### src/sv/ssr_pkg.sv
// ssr_pkg: shared types and constants of the servo sweep ramp.
// Used by servo_sweep_ramp and its checker; depends on nothing.
`default_nettype none

package ssr_pkg;

    localparam int ANGLE_W  = 8;
    localparam int PULSE_W  = 15;
    localparam int SPEED_W  = 4;
    localparam int DELAY_W  = 7;
    localparam int CFG_ADDR_W = 1;

    // Register indexes of the configuration port
    localparam logic [CFG_ADDR_W-1:0] CFG_MIN_PULSE = 1'b0;
    localparam logic [CFG_ADDR_W-1:0] CFG_MAX_PULSE = 1'b1;

    localparam logic [PULSE_W-1:0] MIN_PULSE_RST = 15'd500;
    localparam logic [PULSE_W-1:0] MAX_PULSE_RST = 15'd2500;
    localparam logic [DELAY_W-1:0] DELAY_RST     = 7'd100;

    localparam logic signed [ANGLE_W-1:0] ANGLE_LO = -8'sd90;
    localparam logic signed [ANGLE_W-1:0] ANGLE_HI = 8'sd90;
    localparam logic [SPEED_W-1:0] SPEED_MIN   = 4'd1;
    localparam logic [SPEED_W-1:0] SPEED_MAX   = 4'd10;
    localparam logic [SPEED_W-1:0] SPEED_LIMIT = 4'd11;

    localparam logic [PULSE_W-1:0] FIELD_MAX = 15'h7FFF;

    // Offset angle (0..180) times |max - min| fits 23 bits
    localparam int MAG_W = 23;
    // x / 180 == (x * DIV180_MUL) >> DIV180_SH, exact for x < 2**MAG_W
    localparam int DIV180_SH = 31;
    localparam longint unsigned DIV180_MUL64 = ((64'd1 << DIV180_SH) + 64'd179) / 64'd180;
    localparam int DIV180_W = 24;
    localparam logic [DIV180_W-1:0] DIV180_MUL = DIV180_W'(DIV180_MUL64);

    // Shift applied after the duty reciprocal multiply
    localparam int DUTY_SH = 31;

endpackage

`default_nettype wire

### src/sv/servo_sweep_ramp.sv
// servo_sweep_ramp: servo sweep sequencer with pulse width and PWM duty pipeline.
// Depends on ssr_pkg.
`default_nettype none

// Channel   Dir  Handshake          Payload
// s_        in   tvalid/tready      tuser: req_type; tdata: start, end, speed
// m_        out  tvalid/tready      tdata: angle_now, pulse_us, duty; tlast: last
// cfg_      in   cfg_wr_en          cfg_addr selects the register, cfg_wdata value
//
// One item is taken per cycle while s_tready is high. The sweep state (angle,
// delay count) updates in the accept cycle; an item that yields a result then
// runs through stage 1 (clamp, offset) and three multiply stages (offset*span,
// reciprocal of 180, duty reciprocal) into the output register. Each stage moves
// when the stage after it is empty or moving, so a stalled m_ side fills bubbles
// before s_tready drops.
// Reset (aresetn low, synchronous) empties the pipeline, idles the sweep and
// loads 500/2500 us into the pulse registers.

module servo_sweep_ramp #(
    parameter int DUTY_BITS = 14,
    parameter int PERIOD_US = 20000
) (
    input  wire                             aclk,
    input  wire                             aresetn,
    // configuration
    input  wire                             cfg_wr_en,
    input  wire  [ssr_pkg::CFG_ADDR_W-1:0]  cfg_addr,
    input  wire  [ssr_pkg::PULSE_W-1:0]     cfg_wdata,
    // input items
    input  wire                             s_tvalid,
    output logic                            s_tready,
    input  wire  [23:0]                     s_tdata,   // from_angle, to_angle, speed
    input  wire                             s_tuser,   // req_type
    // result items
    output logic                            m_tvalid,
    input  wire                             m_tready,
    output logic [39:0]                     m_tdata,   // angle_now, pulse_us, duty
    output logic                            m_tlast    // last
);
    import ssr_pkg::*;

    localparam longint unsigned DUTY_MUL64 =
        ((64'd1 << (DUTY_SH + DUTY_BITS)) + 64'(PERIOD_US) - 64'd1) / 64'(PERIOD_US);
    localparam int DUTY_MUL_W = $clog2(DUTY_MUL64 + 64'd1);
    localparam int DUTY_PROD_W = PULSE_W + DUTY_MUL_W;
    localparam int DUTY_Q_W = DUTY_PROD_W - DUTY_SH;
    localparam logic [DUTY_MUL_W-1:0] DUTY_MUL = DUTY_MUL_W'(DUTY_MUL64);

    // ---------------- configuration registers ----------------
    logic [PULSE_W-1:0] min_pulse_reg, max_pulse_reg;

    always_ff @(posedge aclk) begin
        if (!aresetn) begin
            min_pulse_reg <= MIN_PULSE_RST;
            max_pulse_reg <= MAX_PULSE_RST;
        end else if (cfg_wr_en) begin
            case (cfg_addr)
                CFG_MIN_PULSE: min_pulse_reg <= cfg_wdata;
                CFG_MAX_PULSE: max_pulse_reg <= cfg_wdata;
                default: ;
            endcase
        end
    end

    // ---------------- sweep state ----------------
    logic signed [ANGLE_W-1:0] cur_reg, cur_next;
    logic signed [ANGLE_W-1:0] tgt_reg, tgt_next;
    logic                      down_reg, down_next;
    logic [DELAY_W-1:0]        reload_reg, reload_next;
    logic [DELAY_W-1:0]        left_reg, left_next;
    logic                      moving_reg, moving_next;
    logic                      emit;

    logic                      s_fire;
    logic signed [ANGLE_W-1:0] in_start, in_end;
    logic [SPEED_W-1:0]        in_speed, sp_clamped, sp_gap;

    assign in_start = s_tdata[7:0];
    assign in_end   = s_tdata[15:8];
    assign in_speed = s_tdata[19:16];
    assign s_fire   = s_tvalid && s_tready;

    always_comb begin
        cur_next    = cur_reg;
        tgt_next    = tgt_reg;
        down_next   = down_reg;
        reload_next = reload_reg;
        left_next   = left_reg;
        moving_next = moving_reg;
        emit        = 1'b0;

        if (in_speed < SPEED_MIN)      sp_clamped = SPEED_MIN;
        else if (in_speed > SPEED_MAX) sp_clamped = SPEED_MAX;
        else                           sp_clamped = in_speed;
        sp_gap = SPEED_LIMIT - sp_clamped;

        if (s_fire) begin
            if (!s_tuser) begin
                // move command: restart the sweep, show the start angle now
                cur_next    = in_start;
                tgt_next    = in_end;
                down_next   = !(in_start < in_end);
                reload_next = DELAY_W'({sp_gap, 3'b000}) + DELAY_W'({sp_gap, 1'b0});
                left_next   = reload_next;
                moving_next = 1'b1;
                emit        = 1'b1;
            end else if (moving_reg) begin
                if (left_reg > DELAY_W'(1)) begin
                    left_next = left_reg - DELAY_W'(1);
                end else if (cur_reg == tgt_reg) begin
                    // final angle has dwelt its delay: go idle
                    left_next   = '0;
                    moving_next = 1'b0;
                end else begin
                    cur_next  = down_reg ? cur_reg - ANGLE_W'(1) : cur_reg + ANGLE_W'(1);
                    left_next = reload_reg;
                    emit      = 1'b1;
                end
            end
        end
    end

    always_ff @(posedge aclk) begin
        if (!aresetn) begin
            cur_reg    <= '0;
            tgt_reg    <= '0;
            down_reg   <= 1'b0;
            reload_reg <= DELAY_RST;
            left_reg   <= '0;
            moving_reg <= 1'b0;
        end else begin
            cur_reg    <= cur_next;
            tgt_reg    <= tgt_next;
            down_reg   <= down_next;
            reload_reg <= reload_next;
            left_reg   <= left_next;
            moving_reg <= moving_next;
        end
    end

    // ---------------- pipeline control ----------------
    logic st1_v_reg, st2_v_reg, st3_v_reg, out_v_reg;
    logic st1_mv, st2_mv, st3_mv, out_ld;

    assign out_ld   = !out_v_reg || m_tready;
    assign st3_mv   = !st3_v_reg || out_ld;
    assign st2_mv   = !st2_v_reg || st3_mv;
    assign st1_mv   = !st1_v_reg || st2_mv;
    assign s_tready = st1_mv;

    always_ff @(posedge aclk) begin
        if (!aresetn) begin
            st1_v_reg <= 1'b0;
            st2_v_reg <= 1'b0;
            st3_v_reg <= 1'b0;
            out_v_reg <= 1'b0;
        end else begin
            if (st1_mv) st1_v_reg <= emit;
            if (st2_mv) st2_v_reg <= st1_v_reg;
            if (st3_mv) st3_v_reg <= st2_v_reg;
            if (out_ld) out_v_reg <= st3_v_reg;
        end
    end

    // ---------------- stage 1: clamp and offset angle ----------------
    logic signed [ANGLE_W-1:0] ang_clamp;
    logic [ANGLE_W-1:0]        aoff_next;
    logic signed [ANGLE_W-1:0] st1_ang_reg;
    logic                      st1_last_reg;
    logic [ANGLE_W-1:0]        st1_aoff_reg;

    always_comb begin
        if (cur_next < ANGLE_LO)      ang_clamp = ANGLE_LO;
        else if (cur_next > ANGLE_HI) ang_clamp = ANGLE_HI;
        else                          ang_clamp = cur_next;
        aoff_next = ANGLE_W'(ang_clamp - ANGLE_LO);
    end

    always_ff @(posedge aclk) begin
        if (st1_mv) begin
            st1_ang_reg  <= cur_next;
            st1_last_reg <= (cur_next == tgt_next);
            st1_aoff_reg <= aoff_next;
        end
    end

    // ---------------- stage 2: offset times pulse span ----------------
    logic signed [PULSE_W:0] span;
    logic                    span_neg;
    logic [PULSE_W-1:0]      span_mag;
    logic signed [ANGLE_W-1:0] st2_ang_reg;
    logic                    st2_last_reg, st2_neg_reg;
    logic [MAG_W-1:0]        st2_mag_reg;

    always_comb begin
        span     = $signed({1'b0, max_pulse_reg}) - $signed({1'b0, min_pulse_reg});
        span_neg = span[PULSE_W];
        span_mag = span_neg ? PULSE_W'(-span) : PULSE_W'(span);
    end

    always_ff @(posedge aclk) begin
        if (st2_mv) begin
            st2_ang_reg  <= st1_ang_reg;
            st2_last_reg <= st1_last_reg;
            st2_neg_reg  <= span_neg;
            st2_mag_reg  <= MAG_W'(st1_aoff_reg) * MAG_W'(span_mag);
        end
    end

    // ---------------- stage 3: divide by 180, add minimum ----------------
    localparam int Q180_W = MAG_W + DIV180_W;
    logic [Q180_W-1:0]       q180_prod;
    logic [PULSE_W-1:0]      q180;
    logic [PULSE_W+1:0]      pulse_sum;
    logic signed [ANGLE_W-1:0] st3_ang_reg;
    logic                    st3_last_reg;
    logic [PULSE_W-1:0]      st3_pulse_reg;

    always_comb begin
        q180_prod = Q180_W'(st2_mag_reg) * Q180_W'(DIV180_MUL);
        q180      = PULSE_W'(q180_prod >> DIV180_SH);
        // truncation toward zero: divide the magnitude, then reapply the sign
        pulse_sum = st2_neg_reg ? ({2'b00, min_pulse_reg} - {2'b00, q180})
                                : ({2'b00, min_pulse_reg} + {2'b00, q180});
    end

    always_ff @(posedge aclk) begin
        if (st3_mv) begin
            st3_ang_reg   <= st2_ang_reg;
            st3_last_reg  <= st2_last_reg;
            st3_pulse_reg <= PULSE_W'(pulse_sum);
        end
    end

    // ---------------- output stage: duty ----------------
    logic [DUTY_PROD_W-1:0]  duty_prod;
    logic [DUTY_Q_W-1:0]     duty_q;
    logic [PULSE_W-1:0]      duty_sat;
    logic signed [ANGLE_W-1:0] out_ang_reg;
    logic                    out_last_reg;
    logic [PULSE_W-1:0]      out_pulse_reg, out_duty_reg;

    always_comb begin
        duty_prod = DUTY_PROD_W'(st3_pulse_reg) * DUTY_PROD_W'(DUTY_MUL);
        duty_q    = DUTY_Q_W'(duty_prod >> DUTY_SH);
        // saturate at the field maximum
        if (64'(duty_q) > 64'(FIELD_MAX)) duty_sat = FIELD_MAX;
        else                              duty_sat = PULSE_W'(duty_q);
    end

    always_ff @(posedge aclk) begin
        if (out_ld) begin
            out_ang_reg   <= st3_ang_reg;
            out_last_reg  <= st3_last_reg;
            out_pulse_reg <= st3_pulse_reg;
            out_duty_reg  <= duty_sat;
        end
    end

    assign m_tvalid = out_v_reg;
    assign m_tlast  = out_last_reg;
    assign m_tdata  = {2'b00, out_duty_reg, out_pulse_reg, out_ang_reg};

endmodule

`default_nettype wire

### config.mk
export PLATFORM = sky130hd
export DESIGN_NAME = servo_sweep_ramp
export DESIGN_NICKNAME = d
export VERILOG_FILES = /design/src/sv/ssr_pkg.sv /design/src/sv/servo_sweep_ramp.sv
export SDC_FILE = /design/constraint.sdc
export NUM_CORES = 2
export LEC_CHECK = 0
export BUFFER_PORTS_ARGS = -buffer_cell sky130_fd_sc_hd__buf_2
export CAP_MARGIN = 0
export CORE_ASPECT_RATIO = 1.1
export CORE_UTILIZATION = 25
export CTS_CLUSTER_SIZE = 12
export DETAILED_ROUTE_END_ITERATION = 8
export SLEW_MARGIN = 10
export SYNTH_ARGS = -nofsm -noshare
export SYNTH_HDL_FRONTEND = slang
export SYNTH_SLANG_ARGS = --single-unit
export TNS_END_PERCENT = 100
### constraint.sdc
create_clock -name aclk -period 11.4 [get_ports aclk]
set_input_delay 2.28 -clock aclk [delete_from_list [all_inputs] [get_ports aclk]]
set_output_delay 2.28 -clock aclk [all_outputs]
set_load 0.03 [all_outputs]
== After elaboration in Yosys (flattened, before gate mapping) ==
Index checks and enable logic that the tools add are counted.
Operators by class
  $add $sub $neg: 10
  multipliers: 3
  divide/modulo/power cells: 0
  $lt $le $gt $ge: 6
  equal/unequal tests: 3
  shift operators: 0
  muxes and demuxes: 26
  bitwise logic cells: 2
  reduce and logical (&&, ||, !) cells: 14
Operator list (number)
  2-to-1 mux 8 bit: 10
  multiplier 15 x 31 -> 46 bit, second input constant: 1
  multiplier 23 x 24 -> 46 bit, second input constant: 1
  2-to-1 mux 15 bit: 2
  2-to-1 mux 7 bit: 4
  multiplier 8 x 15 -> 23 bit: 1
  equality test 8 bit: 2
  subtractor 15 x 15 -> 16 bit: 1
  adder 15 bit: 1
  negator 15 bit: 1
  subtractor 15 bit: 1
  adder 8 x 2 -> 8 bit, second input constant: 1
  greater-than comparator 8 bit, second input constant: 1
  < comparator 8 bit: 1
  < comparator 8 bit, second input constant: 1
  2-to-1 mux 1 bit: 8
  2-to-1 mux 4 bit: 2
  AND reduction 2 bit: 4
  subtractor 8 x 2 -> 8 bit, second input constant: 1
  subtractor 8 bit, second input constant: 1
  adder 7 x 5 -> 7 bit: 1
  greater-than comparator 7 x 1 -> 1 bit, second input constant: 1
  subtractor 7 x 1 -> 7 bit, second input constant: 1
  logical NOT 1 bit: 5
  7 further kinds: 11
Storage, ports and cells
  register bits after elaboration: 179
  bits in latches: 0
  memory bits (writable): 0
  bits in read-only memories: 0
  word-level logic and storage cells: 90
  memories kept: 0

== Longest topological paths before layout ==
  depth in word-level cells: 11
  gate-level depth with buffers: 39
  gate-level depth less buffers: 39

== Worst setup path after synthesis ==
OpenSTA, ideal clock, no wires.
  kind: register to register
  start: register st2_mag_reg[6]
  end: register st3_pulse_reg[14] (data pin)
  setup time: 0.260 ns
  arrival time: 8.302 ns
  required time: 11.140 ns
  slack: 2.838 ns
  cell stages (with the launch flop): 39
  buffers on the path: 0
  cell sequence: edfxtp_1 > ha_1 > inv_1 > fa_1 > fa_1 > inv_1 > fa_1 > inv_1 > fa_1 > inv_1 > fa_1 > inv_1 > fa_1 > inv_1 > ha_1 > and4_1 > a21oi_1 > a21oi_1 > [... 3 more ...] > or3_1 > and2_1 > inv_1 > ha_1 > nor2_1 > xnor2_1 > ha_1 > a21o_1 > a21oi_1 > nor2_1 > nor4_1 > o31ai_1 > o41ai_1 > o21bai_1 > a21oi_1 > xnor2_1 > xnor2_1 > xnor2_1
Between the ends
  word-level cells in the longest chain between the ends: 3
  elaborated cells on any way between the ends: 4
  classes of those cells: add/sub: 2; mul: 1; mux: 1
RTL lines
  from (decl): RTL line servo_sweep_ramp.sv:193  | logic [MAG_W-1:0] st2_mag_reg;
  from (signal assigned): RTL line servo_sweep_ramp.sv:206  | st2_mag_reg <= MAG_W'(st1_aoff_reg) * MAG_W'(span_mag);
  multiplier 23 x 24 -> 46 bit (*): RTL line servo_sweep_ramp.sv:220  | q180_prod = Q180_W'(st2_mag_reg) * Q180_W'(DIV180_MUL);
  adder 15 bit / subtractor 15 bit (equally long branches): RTL line servo_sweep_ramp.sv:224, servo_sweep_ramp.sv:223
  2-to-1 mux 15 bit (*): RTL line servo_sweep_ramp.sv:223  | pulse_sum = st2_neg_reg ? ({2'b00, min_pulse_reg} - {2'b00, q180})
  via pulse_sum[14]: RTL line servo_sweep_ramp.sv:214  | logic [PULSE_W+1:0] pulse_sum;
  to (signal assigned): RTL line servo_sweep_ramp.sv:231  | st3_pulse_reg <= PULSE_W'(pulse_sum);
  to (decl): RTL line servo_sweep_ramp.sv:217  | logic [PULSE_W-1:0] st3_pulse_reg;
The timed path passes the listed nets; every way through them passes the cells marked *.
A chain may end at the register's enable or synchronous reset.

== Worst setup path in the final report ==
Ends and elaborated chain as after synthesis.

==> results.txt <==
Largest register FFs -> 23
CTS tree -> built
Library cells used by synthesis -> 85
Synth area leaders -> fa_1 29%, ha_1 21%, edfxtp_1 13%
First-pass DRT Iterations -> 4
Flops & latches, synth -> 178
Commonest register cell after synthesis -> edfxtp_1
Placed Instance Area -> 0.0288 mm^2
Endpoints failing setup -> 0
Vias in the first global route -> 19700
Synthesis-to-layout area growth -> 10.0%
Hold Buf Count CTS -> 0
WP data required -> 11.65 ns
Final setup TNS -> 0 ns
RSZ-0062 raised after global routing -> no
Setup crit end kind -> flop
Synth Instances -> 2681
Final hold violations -> 0
Vias -> 18500
Floorplan row count -> 125
Hold Crit Class -> reg2reg
Post-synth top area share -> 0.291
Area of the multi-input gates -> 0.0195 mm^2
Max frequency -> 0.0965 GHz
Worst hold path depth -> 0
CTS Buf Count -> 17
Clock Sinks -> 178
Slowest stage cell, crit path -> a211oi_1
# fillers -> 11200
Detailed-route DRC error count -> 0
# IOs -> 89
FFs w/ async S/R, synth -> 0
CTS Root Cell -> clkbuf_16
Die Wd -> 314 um
Post-CTS Setup Inserts -> 0
Post-synth EDFFs -> 113
Nets -> 3626
DR WL met3 -> 3.22 mm
Final min period -> 10.36 ns
Final period utilization -> 0.909
Number of H-tree levels -> 4
Share of layout cells above drive strength 1 -> 0.0600
Sequential fraction of the synthesis area -> 0.176
WL final -> 65.8 mm
Die area -> 0.108 mm^2
Synth warn -> 0
Clock Latency Late Sink -> 0.51 ns
Max layer used -> met5
Least-Margin Pin Slew -> 1.09 ns
# resized after CTS -> 0
Clk buf depth -> 2
Crit path DAT -> 10.61 ns
Initial Util -> 0.253
Grt ovf -> 0
Outcome -> completed
Register Area -> 0.00469 mm^2
Final instance area -> 0.0294 mm^2
Core area -> 0.106 mm^2
Setup Skew -> 0.0220 ns
Routability cong. -> 0.951
Routed wire per std cell -> 15.8 um
Max cap viols -> 0
Largest net degree at the start of global routing -> 46
Number of I/O port buffers -> 82
WL met1 -> 27.8 mm
Critical Path Max Stage Delay -> 0.78 ns
Rel. slew slack -> 0.270
First-pass GRT wire length -> 107 mm
Post-route ant nets -> 0
Iter 0 DRT Violations -> 970
Final Slew Violations -> 0
Post-DR vias/cell -> 4.44
Worst-path maximum fanout -> 6
Mapped Area -> 0.0267 mm^2
DP Wirelength -> 56.3 mm
Die Span Y -> 345 um
Reg2Reg Depth -> 35
Post-synth top area cell -> fa_1
Clock transition at the registers of the reported paths -> 0.08 ns
Critical path class -> reg2reg
GRT Total Usage -> 0.128
Startpoint types -> flop
DR WL met2 -> 32.6 mm
Initial antenna violation count -> 9
Mean post-synth cell area -> 9.96 um^2
==> final timing paths <==
path | startpoint | endpoint | slack, ns
setup / recovery | st2_mag_reg[6] | st3_pulse_reg[14] | 1.04
hold / removal | st3_ang_reg[2] | out_ang_reg[2] | 0.41
setup reg to reg | st2_mag_reg[6] | st3_pulse_reg[14] | 1.04
hold reg to reg | st3_ang_reg[2] | out_ang_reg[2] | 0.41
==> synth_stat cells (all sizes together), types with 15 or more instances <==
master	count
ha	440
o211ai	26
clkbuf	29
nor3	28
a21oi	125
fa	388
nor2	93
and3	15
a21o	25
nor2b	27
and2	41
nand2	159
edfxtp	113
nand3	27
xnor2	79
o21a	36
xor2	42
inv	626
o21ai	87
or3	15
dfxtp	65
==> layer usage <==
metal	global-route usage	vias to the layer above
li1	-	8885
met4	0.0467	10
met2	0.227	355
met1	0.155	9122
met5	0	-
met3	0.0199	115
==> per-stage QoR <==
step	setup slack (ns)	cells	util	hold slack (ns)
CTS	1.05	4162	0.278	0.411
finish	1.04	4168	0.278	0.412
floorplan	2.84	2682	-	0.400
detailed placement	1.08	4130	0.272	0.405
global route	0.486	4162	0.278	0.418
global placement	1.12	4130	0.272	0.401
==> critical path: cells and delay by family, from the launching register on <==
| family | cells | cell delay, ns |
|---|---|---|
| simple gates | 6 | 1.07 |
| xor+xnor | 4 | 0.58 |
| fa+ha+maj | 9 | 4.08 |
| buf+inv | 6 | 0.37 |
| flops | 1 | 0.52 |
| compound gates | 10 | 3.50 |
==> cell families after synthesis <==
logic type | count (synthesis) | synth area share
fa+ha+maj | 828 | 0.497
buf+inv | 667 | 0.0947
simple gates | 457 | 0.0829
compound gates | 415 | 0.104
flops | 178 | 0.176
xor+xnor | 121 | 0.0397
mux | 14 | 0.00544
other cells | 1 | 0.000140
==> layout make-up <==
type                    instances  share of cell area
repair buffers                 91              0.0163
clock buffers                  17              0.0145
diodes                          6            0.000511
inverters                     627              0.0801
multi-input cells            1837               0.663
clock inverters                15             0.00630
well taps                    1397              0.0595
flip-flops and latches        178               0.160
==> cell usage in the layout (no fill, tap or decap), types with 25 or more instances in the layout <==
master	count
inv_1	623
ha_1	440
edfxtp_1	113
nor3_1	25
a21o_1	25
xor2_1	42
o21ai_0	67
xnor2_1	79
nand3_1	26
a21oi_1	118
and2_1	40
dfxtp_1	65
nor2b_1	27
nor2_1	93
o21a_1	36
nand2_1	159
fa_1	388
buf_2	82
Power is left out: the tool's default activity adds up to more than one toggle a clock period on the data nets, which glitch-free logic cannot reach.
